<file path="src/hdl/tilt_complementary_filter_unit_macros.svh">
// Assertion macros for the tilt filter RTL.
// Used by files that check their own control logic; no other dependencies.
`ifndef TILT_COMPLEMENTARY_FILTER_UNIT_MACROS_SVH
`define TILT_COMPLEMENTARY_FILTER_UNIT_MACROS_SVH
`ifndef SYNTH
`define TCF_ASSERT(lbl, prop) \
  lbl: assert property (@(posedge clk) disable iff (!rst_n) prop) else $error("tcf check failed");
`define TCF_ASSERT_RST(lbl, prop) \
  lbl: assert property (@(posedge clk) prop) else $error("tcf reset check failed");
`else
`define TCF_ASSERT(lbl, prop)
`define TCF_ASSERT_RST(lbl, prop)
`endif
`endif

</file>
<file path="src/hdl/tcf_pkg.sv">
// Shared types, constants and the arctangent table for the tilt filter.
// No dependencies.
`timescale 1ns / 1ps
package tcf_pkg;

  localparam int CORDIC_STEPS = 16;
  localparam int TABLE_LEN    = 24;
  localparam int SHIFT_W      = 5;
  localparam int VEC_W        = 34;
  localparam int ANG_W        = 26;
  localparam int STATE_W      = 24;

  localparam logic [15:0] ALPHA_RESET   = 16'd61604;
  localparam logic [15:0] GAIN_COMP_Q16 = 16'd39797;
  localparam logic [15:0] DT_MAX_US     = 16'd50000;
  localparam logic signed [ANG_W-1:0] ANG_HALF_PI = 26'sd3294199;
  localparam logic signed [STATE_W:0] STATE_MAX = 25'sd8388607;
  localparam logic signed [STATE_W:0] STATE_MIN = -25'sd8388608;

  // gyro step divides by 10^6 = 2^6 * 15625
  localparam int          DIV_BITS = 21;
  localparam int          DIV_NUM_W = 35;
  localparam logic [DIV_NUM_W-1:0] DIV_DEN = 35'd15625;
  localparam logic [DIV_NUM_W-1:0] DIV_RND = 35'd7812;
  // quotient estimate: (num >> 14) * floor(2^40 / 15625) >> 26, low by at most 2
  localparam int          DIV_HI_LSB   = 14;
  localparam int          DIV_RECIP_SH = 26;
  localparam int          DIV_PROD_W   = 48;
  localparam logic [26:0] DIV_RECIP    = 27'd70368744;
  localparam logic [15:0] DIV_DEN_LO   = 16'd15625;
  localparam logic [15:0] DIV_DEN2_LO  = 16'd31250;

  typedef struct packed {
    logic signed [15:0] accel_x;
    logic signed [15:0] accel_y;
    logic signed [15:0] accel_z;
    logic signed [15:0] gyro_x;
    logic signed [15:0] gyro_y;
    logic [23:0]        elapsed_us;
  } in_word_t;

  typedef struct packed {
    logic signed [15:0] roll_angle;
    logic signed [15:0] pitch_angle;
  } out_word_t;

  typedef struct packed {
    logic signed [VEC_W-1:0] x;
    logic signed [VEC_W-1:0] y;
    logic signed [ANG_W-1:0] z;
  } vec_t;

  // atan(2^-i) in Q2.21
  function automatic logic signed [ANG_W-1:0] atan_q21(input logic [SHIFT_W-1:0] i);
    logic signed [ANG_W-1:0] v;
    case (i)
      5'd0:  v = 26'sd1647099;
      5'd1:  v = 26'sd972340;
      5'd2:  v = 26'sd513757;
      5'd3:  v = 26'sd260791;
      5'd4:  v = 26'sd130902;
      5'd5:  v = 26'sd65515;
      5'd6:  v = 26'sd32765;
      5'd7:  v = 26'sd16384;
      5'd8:  v = 26'sd8192;
      5'd9:  v = 26'sd4096;
      5'd10: v = 26'sd2048;
      5'd11: v = 26'sd1024;
      5'd12: v = 26'sd512;
      5'd13: v = 26'sd256;
      5'd14: v = 26'sd128;
      5'd15: v = 26'sd64;
      5'd16: v = 26'sd32;
      5'd17: v = 26'sd16;
      5'd18: v = 26'sd8;
      5'd19: v = 26'sd4;
      5'd20: v = 26'sd2;
      5'd21: v = 26'sd1;
      default: v = '0;
    endcase
    return v;
  endfunction

endpackage

</file>
<file path="src/hdl/tcf_cordic_cell.sv">
// One CORDIC vectoring micro-rotation with a registered output.
// Depends on tcf_pkg.
`timescale 1ns / 1ps
module tcf_cordic_cell (
  input  logic                          clk,
  input  logic                          rst_n,
  input  logic                          in_vld,
  input  tcf_pkg::vec_t                 in_vec,
  input  logic [tcf_pkg::SHIFT_W-1:0]   shift_amt,
  output logic                          out_vld,
  output tcf_pkg::vec_t                 out_vec
);

  logic          vld_r;
  tcf_pkg::vec_t vec_r;
  tcf_pkg::vec_t vec_nxt;
  logic signed [tcf_pkg::VEC_W-1:0] dx;
  logic signed [tcf_pkg::VEC_W-1:0] dy;

  always_comb begin
    dx = in_vec.y >>> shift_amt;
    dy = in_vec.x >>> shift_amt;
    if (in_vec.y >= 0) begin
      vec_nxt.x = in_vec.x + dx;
      vec_nxt.y = in_vec.y - dy;
      vec_nxt.z = in_vec.z + tcf_pkg::atan_q21(shift_amt);
    end else begin
      vec_nxt.x = in_vec.x - dx;
      vec_nxt.y = in_vec.y + dy;
      vec_nxt.z = in_vec.z - tcf_pkg::atan_q21(shift_amt);
    end
  end

  always_ff @(posedge clk) begin
    if (!rst_n) begin
      vld_r <= 1'b0;
    end else begin
      vld_r <= in_vld;
    end
    vec_r <= vec_nxt;
  end

  assign out_vld = vld_r;
  assign out_vec = vec_r;

endmodule

</file>
<file path="config.mk">
export PLATFORM = sky130hd
export DESIGN_NAME = tcf_cordic_cell
export DESIGN_NICKNAME = d
export VERILOG_FILES = /design/src/hdl/tilt_complementary_filter_unit_macros.svh /design/src/hdl/tcf_pkg.sv /design/src/hdl/tcf_cordic_cell.sv
export SDC_FILE = /design/constraint.sdc
export NUM_CORES = 1
export LEC_CHECK = 0
export BUFFER_PORTS_ARGS = -buffer_cell sky130_fd_sc_hd__buf_2
export CAP_MARGIN = 10
export CORE_ASPECT_RATIO = 1.4
export CORE_MARGIN = 1
export CORE_UTILIZATION = 50
export CTS_BUF_LIST = sky130_fd_sc_hd__clkbuf_4
export CTS_CLUSTER_SIZE = 20
export DETAILED_ROUTE_END_ITERATION = 10
export GPL_TIMING_DRIVEN = 0
export PLACE_DENSITY = 0.71
export SYNTH_ARGS = -nofsm -noshare
export SYNTH_HDL_FRONTEND = slang
export SYNTH_SLANG_ARGS = --single-unit
</file>
<file path="constraint.sdc">
create_clock -name clk -period 7.6 [get_ports clk]
set_input_delay 1.52 -clock clk [delete_from_list [all_inputs] [get_ports clk]]
set_output_delay 1.52 -clock clk [all_outputs]
set_load 0.1 [all_outputs]
</file>
==> reports/results.txt <==
startpoint types = primary input
max cap viols = 0
initial antenna violation count = 7
die area = 28,130 sq um
overall routing resource usage = 51.07%
TritonCTS clock tree = built
main combinational cell family by area after synthesis = compound AO/OA/AOI/OAI gates
Worst Path Arrival = 8.14 ns
first-pass GRT wire length = 101,900 um
Clk pin slew, worst setup/hold paths = 0.21 ns
fin crit share = 100.5%
post-synthesis register bit count = 95
hold depth = 2
RSZ-0062 raised after global routing = true
CP max stage delay = 0.92 ns
slowest CP cell = nor2_1
Pins Over Slew Limit = 0
failing checks = negative setup slack
DRT Pass-1 Iters = 7
hpwl dp = 52,510 um
syn_area_per_cell = 8.369 sq um
Vias/cell = 7.180
HP Class = in2reg
site row count = 71
Final Cell Area = 15,940 sq um
cells after synthesis = 1,640
Req. time, crit path = 8.10 ns
Post-Synth Simple-Gate Area = 17.37%
Final nets = 2,068
synthesized area = 13,730 sq um
largest net degree at the start of global routing = 19
worst setup margin = -0.03863 ns
CP Capture Type = register
placed cell areas = 15,160 sq um
Synth Area in Adders = 9.644%
Worst Hold Endpoint = out_vld
TNS Setup = -0.04106 ns
I/O pin cnt = 197
fill count = 2,465
vias in the first global route = 15,606
status = finished with violations
Longest Clk Path Bufs = 2
fmax = 130.9 MHz
CTS sink count = 95
Crit Path Category = in2reg
share of cells above drive strength 1 = 26.19%
Vias = 16,075
CP max FO = 10
Hold Slack = 1.173 ns
worst-path cell chain = clkbuf_1, buf_2, buf_2, nor2_1, a221oi_1, or4b_4, or3_4, nor4b_4, nand2_2, o21ai_1, xor2_1, ha_1, a21o_1, a21oi_2, o211ai_1, a311oi_4, o31ai_4, a311oi_2, o21ai_0, xnor3_1
number of synthesized flops with an enable pin = 0
overall power = 4558 uW
Hold Path Origin = in_vld
CTS H-tree depth = 3
Async SR Flop Fraction = 0%
initial drt markers = 2,330
dpl cells = 2,199
wire per inst = 31.85 um
DIE WIDTH = 142.0 um
Detail Route Antenna Nets = 0
Syn Nets = 1,846
Die Y-Extent = 198.0 um
CTS Hold Bufs = 0
Synth Area in XOR/XNOR = 9.736%
Hold Violations, Final = 0
CP startpoint = shift_amt[3]
Max-Slew Margin vs Limit = 21.96%
P_leak = 0.006710 uW
Layout area overhead = 16.14%
Port Buffers = 193
final std cells w/o fill = 2,239
pwr/cell area = 285.9 nW/um^2
Setup-failing EPs final = 2
DRC viols = 0
DRT Wirelength = 71,310 um
Seq/Total Area, Yosys = 13.86%
IR drop worst, VDD = 0.3776 mV
Yosys cell types = 97
Top cell by count, worst path = buf_2
Core Area = 26,920 sq um
fraction of synthesized area in multiplexers = 20.36%
Root Buffer Master = clkbuf_4
ys flop type = dfxtp_1
Synth Area in Compound Gates = 24.42%
Final min period = 7.639 ns
Initial Util = 50.99%
Num CTS Buffers = 9
worst slew pin tran = 1.166 ns
grt ovf = 0
Ys Warns = 0
GP Congestion = 1.177
-- what timing repair did --
action	in CTS	in global routing
gates cloned	0	0
pin swaps	12	10
setup endpoints to repair	27	11
resized for setup	73	52
setup buffers	15	4
-- worst max-delay path by stage --
stage,endpoint,slack [ns],cells past startpoint
floorplan,out_vec[92],0.18,23
global placement,out_vec[59],-2.21,19
detailed placement,out_vec[59],-2.21,19
global route,out_vec[92],-0.05,27
finish,out_vec[59],-0.04,20
CTS,out_vec[59],0.002,22
-- power breakdown --
group	switching, uW	internal (uW)	leakage [uW]
Clock	236	107	0.0000810
Sequential	47.7	710	0.000802
Combinational	2660	798	0.00583
Total	2940	1620	0.00671
-- critical path, delay by kind of cell --
kind | cells | cell delay, ns
AOI/OAI and AO/OA | 9 | 2.50
xor gates and xnor gates | 2 | 0.61
adders and majority gates | 1 | 0.31
buffers and inverters | 3 | 0.80
and+or+nand+nor | 5 | 2.39
-- layout make-up --
cell class	count	area [sq um]	area share, %
sequential	95	1902	11.93
antenna	7	17.52	0.1099
clock inverter	7	86.33	0.5416
timing repair buffer	213	1120	7.025
multi-input combinational	1405	11530	72.33
clock buffer	9	67.56	0.4238
buffer	91	584.3	3.665
tap	365	456.7	2.865
inverter	47	176.4	1.107
-- layout by cell type (no fill, tap or decap), types with 43 or more instances in the layout --
cell type	n
xor2_1	55
nand2_1	135
nor2_1	126
mux2i_1	43
xnor2_1	95
dfxtp_1	95
ha_1	100
mux4_2	76
o21ai_0	92
buf_2	214
a21oi_1	106
-- flip-flops by register name (all words and copies together) (netlist names) --
| signal | count |
|---|---|
| out_vec | 94 |
| out_vld | 1 |
-- cells in the mapped netlist (23+ instances only) --
master,instances,area (sq um)
nand2_1,136,510.5
nor2_1,128,480.5
a21oi_1,108,540.5
ha_1,101,1264
o21ai_0,96,480.5
dfxtp_1,95,1902
xnor2_1,95,832.1
mux4_2,76,1712
xor2_1,55,481.7
mux2i_1,50,500.5
inv_1,43,161.4
mux2_2,41,461.7
clkbuf_1,39,146.4
a21o_1,33,247.7
nor3_1,31,155.2
nand3_1,29,145.1
nor2b_1,28,175.2
nand2b_1,26,162.7
buf_2,23,115.1
-- stage by stage --
step                utilization (%)  setup WS [ns]
global placement              56.28         -2.208
CTS                           58.38       0.002090
detailed placement            56.34         -2.208
floorplan                         -         0.1823
finish                        59.22       -0.03863
global route                  59.19       -0.04637
-- per-layer routing --
layer | vias to the layer above | part of all wire [%] | GRT usage [%]
li1 | 6698 | - | -
met1 | 7548 | 32 | 50.82
met2 | 1315 | 44 | 77.96
met3 | 512 | 12 | 23.36
met4 | 2 | 12 | 49.10
met5 | - | 0.069 | 1.996
-- cells by family after synthesis --
family                   Yosys count
buffers and inverters            140
multiplexers                     177
XOR/XNOR                         151
AND/OR/NAND/NOR                  479
AO/OA/AOI/OAI                    494
flip-flops                        95
adder cells (fa/ha/maj)          104
Note: power is estimated with default switching activity, not from simulation.
