$ cat src/hdl/tilt_complementary_filter_unit_macros.svh
// Assertion macros for the tilt filter RTL.
// Used by files that check their own control logic; no other dependencies.
`ifndef TILT_COMPLEMENTARY_FILTER_UNIT_MACROS_SVH
`define TILT_COMPLEMENTARY_FILTER_UNIT_MACROS_SVH
`ifndef SYNTH
`define TCF_ASSERT(lbl, prop) \
  lbl: assert property (@(posedge clk) disable iff (!rst_n) prop) else $error("tcf check failed");
`define TCF_ASSERT_RST(lbl, prop) \
  lbl: assert property (@(posedge clk) prop) else $error("tcf reset check failed");
`else
`define TCF_ASSERT(lbl, prop)
`define TCF_ASSERT_RST(lbl, prop)
`endif
`endif

$ cat src/hdl/tcf_pkg.sv
// Shared types, constants and the arctangent table for the tilt filter.
// No dependencies.
`timescale 1ns / 1ps
package tcf_pkg;

  localparam int CORDIC_STEPS = 16;
  localparam int TABLE_LEN    = 24;
  localparam int SHIFT_W      = 5;
  localparam int VEC_W        = 34;
  localparam int ANG_W        = 26;
  localparam int STATE_W      = 24;

  localparam logic [15:0] ALPHA_RESET   = 16'd61604;
  localparam logic [15:0] GAIN_COMP_Q16 = 16'd39797;
  localparam logic [15:0] DT_MAX_US     = 16'd50000;
  localparam logic signed [ANG_W-1:0] ANG_HALF_PI = 26'sd3294199;
  localparam logic signed [STATE_W:0] STATE_MAX = 25'sd8388607;
  localparam logic signed [STATE_W:0] STATE_MIN = -25'sd8388608;

  // gyro step divides by 10^6 = 2^6 * 15625
  localparam int          DIV_BITS = 21;
  localparam int          DIV_NUM_W = 35;
  localparam logic [DIV_NUM_W-1:0] DIV_DEN = 35'd15625;
  localparam logic [DIV_NUM_W-1:0] DIV_RND = 35'd7812;
  // quotient estimate: (num >> 14) * floor(2^40 / 15625) >> 26, low by at most 2
  localparam int          DIV_HI_LSB   = 14;
  localparam int          DIV_RECIP_SH = 26;
  localparam int          DIV_PROD_W   = 48;
  localparam logic [26:0] DIV_RECIP    = 27'd70368744;
  localparam logic [15:0] DIV_DEN_LO   = 16'd15625;
  localparam logic [15:0] DIV_DEN2_LO  = 16'd31250;

  typedef struct packed {
    logic signed [15:0] accel_x;
    logic signed [15:0] accel_y;
    logic signed [15:0] accel_z;
    logic signed [15:0] gyro_x;
    logic signed [15:0] gyro_y;
    logic [23:0]        elapsed_us;
  } in_word_t;

  typedef struct packed {
    logic signed [15:0] roll_angle;
    logic signed [15:0] pitch_angle;
  } out_word_t;

  typedef struct packed {
    logic signed [VEC_W-1:0] x;
    logic signed [VEC_W-1:0] y;
    logic signed [ANG_W-1:0] z;
  } vec_t;

  // atan(2^-i) in Q2.21
  function automatic logic signed [ANG_W-1:0] atan_q21(input logic [SHIFT_W-1:0] i);
    logic signed [ANG_W-1:0] v;
    case (i)
      5'd0:  v = 26'sd1647099;
      5'd1:  v = 26'sd972340;
      5'd2:  v = 26'sd513757;
      5'd3:  v = 26'sd260791;
      5'd4:  v = 26'sd130902;
      5'd5:  v = 26'sd65515;
      5'd6:  v = 26'sd32765;
      5'd7:  v = 26'sd16384;
      5'd8:  v = 26'sd8192;
      5'd9:  v = 26'sd4096;
      5'd10: v = 26'sd2048;
      5'd11: v = 26'sd1024;
      5'd12: v = 26'sd512;
      5'd13: v = 26'sd256;
      5'd14: v = 26'sd128;
      5'd15: v = 26'sd64;
      5'd16: v = 26'sd32;
      5'd17: v = 26'sd16;
      5'd18: v = 26'sd8;
      5'd19: v = 26'sd4;
      5'd20: v = 26'sd2;
      5'd21: v = 26'sd1;
      default: v = '0;
    endcase
    return v;
  endfunction

endpackage

$ cat src/hdl/tcf_gyro_div.sv
// Divide by the constant 15625 for the gyro step: reciprocal multiply plus fix-up,
// registered through product, estimate, remainder and quotient. Depends on tcf_pkg.
`timescale 1ns / 1ps
module tcf_gyro_div (
  input  logic                            clk,
  input  logic                            rst_n,
  input  logic                            start,
  input  logic [tcf_pkg::DIV_NUM_W-1:0]   num,
  output logic [tcf_pkg::DIV_BITS-1:0]    quo,
  output logic                            done
);

  logic [tcf_pkg::DIV_NUM_W-1:0]  num_r;
  logic [tcf_pkg::DIV_PROD_W-1:0] prod_r;
  logic [tcf_pkg::DIV_BITS-1:0]   est_r;
  logic [tcf_pkg::DIV_NUM_W-1:0]  back_r;
  logic [15:0]                    rem_r;
  logic [tcf_pkg::DIV_BITS-1:0]   quo_r;
  logic [3:0]                     vld_r;
  logic                           done_r;

  always_ff @(posedge clk) begin
    if (!rst_n) begin
      vld_r  <= '0;
      done_r <= 1'b0;
    end else begin
      vld_r <= {vld_r[2:0], start};
      if (start) begin
        done_r <= 1'b0;
      end else if (vld_r[3]) begin
        done_r <= 1'b1;
      end
    end
    // num_r holds until the next start
    if (start) begin
      num_r <= num;
    end
    if (vld_r[0]) begin
      prod_r <= tcf_pkg::DIV_PROD_W'(num_r[tcf_pkg::DIV_NUM_W-1:tcf_pkg::DIV_HI_LSB]) *
                tcf_pkg::DIV_PROD_W'(tcf_pkg::DIV_RECIP);
    end
    if (vld_r[1]) begin
      est_r  <= prod_r[tcf_pkg::DIV_RECIP_SH+tcf_pkg::DIV_BITS-1:tcf_pkg::DIV_RECIP_SH];
      back_r <= tcf_pkg::DIV_NUM_W'(
                  prod_r[tcf_pkg::DIV_RECIP_SH+tcf_pkg::DIV_BITS-1:tcf_pkg::DIV_RECIP_SH]) *
                tcf_pkg::DIV_DEN;
    end
    if (vld_r[2]) begin
      rem_r <= 16'(num_r - back_r);
    end
    if (vld_r[3]) begin
      if (rem_r >= tcf_pkg::DIV_DEN2_LO) begin
        quo_r <= est_r + tcf_pkg::DIV_BITS'(2);
      end else if (rem_r >= tcf_pkg::DIV_DEN_LO) begin
        quo_r <= est_r + tcf_pkg::DIV_BITS'(1);
      end else begin
        quo_r <= est_r;
      end
    end
  end

  assign quo  = quo_r;
  assign done = done_r;

endmodule

$ cat config.mk
export PLATFORM = sky130hd
export DESIGN_NAME = tcf_gyro_div
export DESIGN_NICKNAME = d
export VERILOG_FILES = /design/src/hdl/tilt_complementary_filter_unit_macros.svh /design/src/hdl/tcf_pkg.sv /design/src/hdl/tcf_gyro_div.sv
export SDC_FILE = /design/constraint.sdc
export NUM_CORES = 1
export LEC_CHECK = 0
export CAP_MARGIN = 10
export CORE_ASPECT_RATIO = 0.8
export CORE_MARGIN = 2
export CORE_UTILIZATION = 60
export DETAILED_ROUTE_END_ITERATION = 7
export DONT_BUFFER_PORTS = 1
export PLACE_DENSITY = 0.79
export SYNTH_ARGS = -nofsm -noshare
export SYNTH_HDL_FRONTEND = slang
export SYNTH_SLANG_ARGS = --single-unit
$ cat constraint.sdc
create_clock -name clk -period 6.6 [get_ports clk]
set_clock_uncertainty 0.2 [all_clocks]
set_input_delay 0.33 -clock clk [delete_from_list [all_inputs] [get_ports clk]]
set_output_delay 0.33 -clock clk [all_outputs]
set_load 0.02 [all_outputs]
==> impl_metrics.py <==
metrics = {
    "sta": {
        "tightest_slew_ns": 0.9255,
        "clock.fmax_mhz": 151.6,
        "hold_violations": 0,
        "finalSetupViolations": 0,
        "slew_violations": 0,
        "worst_slack_ns": 0.004693,
        "finalCritPeriodShare_pct": 99.93,
        "relSlewSlack_pct": 38.22,
        "rsz0062_at_grt": "true",
        "fin_crit_ns": 6.595,
    },
    "placement": {
        "place_ws_ns": -0.1316,
        "io_buffers": 0,
        "place_area_um2": 15620,
        "dp_hpwl_um": 26100,
        "placed_cells": 1699,
        "gp_congestion": 0.9325,
    },
    "synth": {
        "synthFlopType": "edfxtp_1",
        "avgSynthCellArea_um2": 11.23,
        "synthTopCellsByCount": "inv_1 (337), ha_1 (260), fa_1 (182), edfxtp_1 (127), xnor2_1 (57)",
        "syn_area_um2": 14590,
        "synth_most_common_cell": "inv_1",
        "synth_warnings": 0,
        "yosysUniqueCellTypes": 63,
        "async_flop_share_pct": 0,
        "ys_ff_latch": 132,
        "syn_nets": 1779,
        "synthTopCellsByArea": "edfxtp_1 (26%), fa_1 (25%), ha_1 (22%)",
        "seq_area_frac_synth_pct": 26.82,
        "synth_top_area_share_pct": 26.13,
        "synth_edf_count": 127,
        "synthCells": 1299,
        "yosys.area.top_type": "edfxtp_1",
    },
    "critical_path": {
        "rr_worst_depth": 24,
        "start_kind": "register",
        "crit_arrival_ns": 6.57,
        "crit_start": "num_r[19]",
        "cp-end-kind": "register",
        "required_ns": 6.57,
        "rr_startpoint": "num_r[19]",
        "rrSetupSlack_ns": 0.005,
        "r2r_end": "prod_r[45]",
        "critical_path_peak_fanout": 4,
        "crit_type": "register to register",
        "endpoint": "prod_r[45]",
    },
    "routing": {
        "drc_errors": 0,
        "vias_per_cell": 5.409,
        "drt_iter0_markers": 475,
        "dr.pass1.iters": 6,
        "antenna_left": 0,
        "avgRoutedWirePerCell_um": 18.07,
        "wirelength_um": 32210,
        "num_vias": 9645,
    },
    "outcome": {
        "status": "finished clean",
    },
    "global_route": {
        "grtUsageTotal_pct": 26.42,
        "grt_pass1_wl_um": 50890,
        "grt_pass1_vias": 10140,
        "grt-ovfl-total": 0,
        "grt_antenna_before_repair": 0,
        "grt_max_degree": 38,
    },
    "clocking": {
        "clk_pin_slew_ns": 0.07,
        "cts_root_buffer": "clkbuf_16",
        "clock_sinks": 132,
        "cts.htree.levels": 4,
        "clk_latency_ns": 0.43,
        "cts_tree": "done",
        "clk_path_buf_depth": 2,
        "cts_buffers": 17,
    },
    "cells_and_area": {
        "diodes": 0,
        "final_cell_area_um2": 17000,
        "drive_gt1_share_pct": 13.65,
        "fin_nets": 1932,
        "area_growth_pct": 16.50,
        "post-route-util_pct": 70.49,
        "fin_cells": 1783,
    },
    "floorplan": {
        "die_w_um": 178.4,
        "start_util_pct": 60.50,
        "dieHeight_um": 143.5,
        "core_um2": 24120,
        "rows": 51,
        "ios": 60,
        "dieArea_um2": 25590,
    },
    "worst_hold_path": {
        "hold_path.class": "input port to register",
    },
    "flow_run": {
        "drv_cap": 0,
    },
}
-- area by class of cell --
type,instances,area [um2]
multi-input combinational,827,9743
fill,1659,7118
sequential,132,3914
inverter,338,1269
timing repair buffer,136,1124
clock buffer,20,456.7
tap,318,397.9
clock inverter,12,98.84
-- repair_timing --
| action | 4_1_cts | 5_1_grt |
|---|---|---|
| setup buffers | 5 | 11 |
| endpoints found under the setup margin | 7 | 14 |
| endpoints found under the hold margin | 75 | 0 |
| hold buffers | 37 | 0 |
| gates resized for setup | 36 | 26 |
| pin swaps | 18 | 34 |
-- cell usage in the layout (no fill, tap or decap), types with 20 or more instances in the layout --
| cell type | Yosys | routed |
|---|---|---|
| a21oi_1 | 42 | 36 |
| buf_4 | 0 | 99 |
| dlygate4sd3_1 | 0 | 36 |
| edfxtp_1 | 127 | 127 |
| fa_1 | 182 | 181 |
| ha_1 | 260 | 250 |
| inv_1 | 337 | 330 |
| nand2_1 | 29 | 28 |
| nor2_1 | 36 | 34 |
| xnor2_1 | 57 | 56 |
| xor2_1 | 20 | 20 |
-- layer usage --
metal	vias up	part of all wire, %	global-route usage, %
met5	-	0	0
met4	0	2.9	8.686
met3	64	5.2	5.026
met2	281	48	44.69
met1	4712	44	34.46
li1	4588	-	-
-- sequential cells by signal, summed over array words and instances, names as in the netlist --
name / count
rem_r: 16
back_r: 13
num_r: 35
done: 1
est_r: 21
vld_r: 4
prod_r: 21
quo: 21
-- worst max-delay path: stages, from the launching register on --
cell	delay (ns)
edfxtp_1	0.42
buf_4	0.16
buf_4	0.15
ha_4	0.27
inv_1	0.05
fa_1	0.55
inv_1	0.06
fa_1	0.50
fa_1	0.43
fa_1	0.49
fa_1	0.49
inv_1	0.05
fa_1	0.50
inv_1	0.07
ha_4	0.28
a2111oi_4	0.04
o31ai_1	0.27
a21oi_1	0.13
buf_4	0.14
a2111o_1	0.34
a211oi_2	0.19
buf_4	0.17
o2111ai_4	0.18
nand3b_4	0.12
xor2_1	0.07
-- how the worst min path moves through the flow --
stage / from / end / cells after the start
floorplan: prod_r[42] / est_r[16] / 0
finish: start / num_r[30] / 1
CTS: start / num_r[30] / 1
global route: start / num_r[30] / 1
detailed placement: prod_r[46] / est_r[20] / 0
global placement: prod_r[43] / est_r[17] / 0
-- kinds of logic (layout without fill, tap and decap cells) --
family / after synthesis / in the layout / synth area share [%]
flip-flops: 132 / 132 / 26.82
AND/OR/NAND/NOR: 165 / 165 / 5.719
XOR/XNOR: 77 / 77 / 4.621
AO/OA/AOI/OAI: 142 / 142 / 6.764
multiplexers: 1 / 1 / 0.07716
buffers and inverters: 340 / 506 / 8.745
adder cells (fa/ha/maj): 442 / 442 / 47.26
-- stage by stage --
step	hold slack [ns]	TNS, ns
3_5_place_dp	0.2071	-0.5828
3_3_place_gp	0.2034	-0.06118
5_1_grt	0.04689	-0.9162
2_1_floorplan	0.2003	0
6_report	0.04973	0
4_1_cts	0.04231	0
Power is left out: the tool's default activity adds up to more than one toggle a clock period on the data nets, which glitch-free logic cannot reach.
